<file path="src/hdl/mcsp_pkg.sv">
// shared types, widths and reset constants for the metronome click player
package mcsp_pkg;

  // field and register widths
  localparam int MODE_W        = 2;
  localparam int INDEX_W       = 12;
  localparam int SAMPLE_W      = 16;
  localparam int INTERVAL_W    = 24;
  localparam int VOLUME_W      = 16;
  localparam int SOUND_LEN_W   = 13;
  localparam int SCHED_LEN_W   = 9;
  localparam int FRAME_W       = 48;
  localparam int CFG_INDEX_W   = 2;
  localparam int CFG_DATA_W    = 24;

  // default table depths
  localparam int SOUND_DEPTH_DEFAULT    = 4096;
  localparam int SCHEDULE_DEPTH_DEFAULT = 256;

  // default tempo: 48 kHz frames at 130 beats per minute
  localparam int SAMPLE_RATE      = 48000;
  localparam int SECONDS_PER_MIN  = 60;
  localparam int DEFAULT_BPM      = 130;

  localparam logic [INTERVAL_W-1:0] CLICK_INTERVAL_RESET =
    INTERVAL_W'(SAMPLE_RATE * SECONDS_PER_MIN / DEFAULT_BPM);
  localparam logic [VOLUME_W-1:0]    VOLUME_RESET       = 16'h8000;
  localparam logic [SOUND_LEN_W-1:0] SOUND_LEN_RESET    = 13'd1;
  localparam logic [SCHED_LEN_W-1:0] SCHED_LEN_RESET    = 9'd0;

  // sample of sound entry zero until it is written
  localparam logic [SAMPLE_W-1:0] SAMPLE_FULL_SCALE = 16'h7FFF;
  localparam logic [SAMPLE_W-1:0] SAMPLE_MIN        = 16'h8000;

  // input word kinds
  typedef enum logic [MODE_W-1:0] {
    MODE_TICK        = 2'd0,
    MODE_WRITE_SOUND = 2'd1,
    MODE_WRITE_SCHED = 2'd2,
    MODE_START       = 2'd3
  } mode_t;

  // configuration register indexes
  typedef enum logic [CFG_INDEX_W-1:0] {
    CFG_CLICK_INTERVAL  = 2'd0,
    CFG_VOLUME          = 2'd1,
    CFG_SOUND_LENGTH    = 2'd2,
    CFG_SCHEDULE_LENGTH = 2'd3
  } cfg_index_t;

endpackage

</file>
<file path="src/hdl/mcsp_scale.sv">
// q1.15 volume scaling with floor rounding and 16-bit saturation
module mcsp_scale (
  input  logic signed [mcsp_pkg::SAMPLE_W-1:0] sample,
  input  logic        [mcsp_pkg::VOLUME_W-1:0] volume,
  output logic signed [mcsp_pkg::SAMPLE_W-1:0] scaled
);

  logic signed [32:0] product;
  logic        [17:0] shifted;

  // signed sample times unsigned gain
  assign product = sample * $signed({1'b0, volume});

  // arithmetic shift by 15 rounds toward minus infinity
  assign shifted = product[32:15];

  // clamp to the 16-bit range
  always_comb begin
    if (!shifted[17] && (shifted[16:15] != 2'b00)) begin
      scaled = $signed(mcsp_pkg::SAMPLE_FULL_SCALE);
    end else if (shifted[17] && (shifted[16:15] != 2'b11)) begin
      scaled = $signed(mcsp_pkg::SAMPLE_MIN);
    end else begin
      scaled = $signed(shifted[15:0]);
    end
  end

endmodule

</file>
<file path="config.mk">
export PLATFORM = sky130hd
export DESIGN_NAME = mcsp_scale
export DESIGN_NICKNAME = d
export VERILOG_FILES = /design/src/hdl/mcsp_pkg.sv /design/src/hdl/mcsp_scale.sv
export SDC_FILE = /design/constraint.sdc
export NUM_CORES = 1
export LEC_CHECK = 0
export ABC_AREA = 1
export CAP_MARGIN = 20
export CORE_UTILIZATION = 40
export DETAILED_ROUTE_END_ITERATION = 12
export DONT_BUFFER_PORTS = 1
export PLACE_DENSITY_LB_ADDON = 0.08
export RECOVER_POWER = 100
export SLEW_MARGIN = 20
export SYNTH_ARGS = -nofsm -noshare
export SYNTH_HDL_FRONTEND = slang
export SYNTH_SLANG_ARGS = --single-unit
</file>
<file path="constraint.sdc">
create_clock -name vclk -period 14.76
set_input_delay 0.738 -clock vclk [all_inputs]
set_output_delay 0.738 -clock vclk [all_outputs]
set_load 0.005 [all_outputs]
</file>
==> results.sh <==
export IMPL_outcome="finished clean"
export IMPL_worstPathArrival_ns=6.37
export IMPL_cts_hold_buf=0
export IMPL_yosysWarnings=0
export IMPL_clkbuf_count=0
export IMPL_cap_violations=0
export IMPL_antenna_found_initial=0
export IMPL_drv_slew=0
export IMPL_cpPeakStageDelay_ns=0.50
export IMPL_worst_path_buf_inv=4
export IMPL_worst_slew_pin_slew_ns=0.663
export IMPL_grt_total_usage=0.201
export IMPL_drive_above_1_share=0.0143
export IMPL_synth_compound_area_frac=0.0404
export IMPL_firstDrtPassIters=5
export IMPL_max_freq_mhz=141
export IMPL_hpwlAfterDp_mm=20.0
export IMPL_die_x_um=155
export IMPL_synthAdderAreaFrac=0.568
export IMPL_area_growth_pct=1.75
export IMPL_vias=7205
export IMPL_setup_viol=0
export IMPL_syn_instance_count=1311
export IMPL_tns_ns=0
export IMPL_yosys_area_top_type="fa_1"
export IMPL_port_buffers=0
export IMPL_max_slew_margin=0.557
export IMPL_worst_hold_path_type="input port to output pin"
export IMPL_synth_simple_area_share=0.198
export IMPL_via_per_inst=4.59
export IMPL_path_cells="inv_1 > or2_2 > fa_1 > fa_1 > inv_1 > fa_1 > fa_1 > fa_1 > inv_1 > fa_1 > inv_1 > ha_1 > nand2_1 > nor2_1 > a21oi_1 > nand2_1 > nand2_1 > nand2_1 > nand2_1 > nand2_1 > nand2_1 > nand2_1 > nand2_1"
export IMPL_min_period_ns=7.11
export IMPL_hold_viol_final=0
export IMPL_synthMuxAreaShare=0
export IMPL_wl_mm=23.2
export IMPL_hold_depth=10
export IMPL_yosysSeqAreaShare=0
export IMPL_nNetsFinal=1602
export IMPL_wl_per_cell_um=14.8
export IMPL_syn_nets=1655
export IMPL_grt_ovfl_total=0
export IMPL_std_cell_rows=55
export IMPL_route_detailed_drc=0
export IMPL_final_cell_area_sq_mm=0.00958
export IMPL_synth_top_family_by_area="adder cells"
export IMPL_seq_cells=0
export IMPL_fin_hold_ws_ns=2.19
export IMPL_synth_top_cells_by_area="fa_1 (41%), ha_1 (16%), inv_1 (16%), nand2_1 (15%), nor2_1 (2.2%)"
export IMPL_post_cts_resized=0
export IMPL_slowest_stage="fa_1"
export IMPL_end_kind="output pin"
export IMPL_seq_area_sq_um=0
export IMPL_rsz0062_at_grt="false"
export IMPL_cp_top_family="adder cells"
export IMPL_synth_top_area_share=0.410
export IMPL_hold_end="scaled[6]"
export IMPL_crit_type="input port to output pin"
export IMPL_grt_pass1_vias=7424
export IMPL_finalCritPeriodShare=0.481
export IMPL_yosys_cell_types_count=27
export IMPL_min_from="volume[0]"
export IMPL_die_h_um=155
export IMPL_grt_start_max_net_pins=18
export IMPL_startpoint_type="input port"
export IMPL_grt_first_pass_wirelength_mm=38.4
export IMPL_cp_common_cell="nand2_1"
export IMPL_ant_nets=0
export IMPL_cp_max_fo=17
export IMPL_syn_avg_cell_area_sq_um=7.18
export IMPL_place_area_sq_mm=0.00959
export IMPL_synth_xor_area_share=0.0130
export IMPL_drtIter0Drc=259
export IMPL_gp_congestion=0.867
export IMPL_cts_setup_buffers=0
export IMPL_pin_count=48
export IMPL_worstPathRequired_ns=14.02
export IMPL_core_area_sq_mm=0.0228
export IMPL_dieArea_sq_mm=0.0242
export IMPL_syn_area_sq_mm=0.00942
export IMPL_initial_core_util=0.412
export IMPL_diodes=0
==> cells in the mapped netlist, types with 7 or more instances <==
cell and number:
fa_1 193, nand2_1 372, a21oi_1 37, nand3_1 18, nor2_1 54, inv_1 392, nand2_2 8, o21bai_1 8
or2_2 7, clkbuf_1 52, o21ai_0 12, xor2_1 8, ha_1 119
==> kinds of logic after synthesis <==
group / Yosys count
AO/OA/AOI/OAI: 66
XOR/XNOR: 14
adder cells (fa/ha/maj): 312
buffers and inverters: 448
AND/OR/NAND/NOR: 471
==> layout by cell type, fill, tap and decap left out, drive strengths merged, types with 7 or more instances in the layout <==
master	n
a21oi	37
fa	193
ha	119
inv	393
nand2	380
nand3	20
nor2	55
o21ai	13
o21bai	8
or2	7
xor2	8
==> metrics by stage <==
| step | worst slack (ns) | utilization | cells |
|---|---|---|---|
| finish | 7.65 | 0.419 | 1569 |
| CTS | 7.80 | 0.420 | 1569 |
| floorplan | 8.11 | - | 1311 |
| global placement | 7.88 | 0.420 | 1569 |
| detailed placement | 7.81 | 0.420 | 1569 |
| global route | 7.13 | 0.419 | 1569 |
==> metal layers <==
layer	track usage	vias up	wire length, um
met5	0	-	0
li1	-	3607	-
met3	0.00808	3	432
met1	0.272	3539	10800
met2	0.374	56	11900
met4	0.00280	0	40
==> tightest hold or removal path: stages <==
cell,delay (ns)
nand2_1,0.03
inv_1,0.08
nand3_1,0.10
nand2_2,0.08
nand4_1,0.08
nand4_1,0.11
xnor2_1,0.07
inv_1,0.05
nand2_1,0.04
nand2_1,0.07
==> how the worst max path moves through the flow <==
stage	from	to	cells past startpoint
finish	sample[15]	scaled[12]	23
global route	sample[15]	scaled[9]	22
CTS	sample[15]	scaled[13]	22
detailed placement	sample[15]	scaled[13]	22
global placement	sample[15]	scaled[13]	21
floorplan	sample[7]	scaled[10]	26
==> final cells by class <==
| class | count | area (sq um) |
|---|---|---|
| multi-input cells | 863 | 7710 |
| well taps | 313 | 392 |
| inverters | 393 | 1480 |
| fillers | 2533 | 13300 |
Power is left out: the tool's default activity adds up to more than one toggle a clock period on the data nets, which glitch-free logic cannot reach.
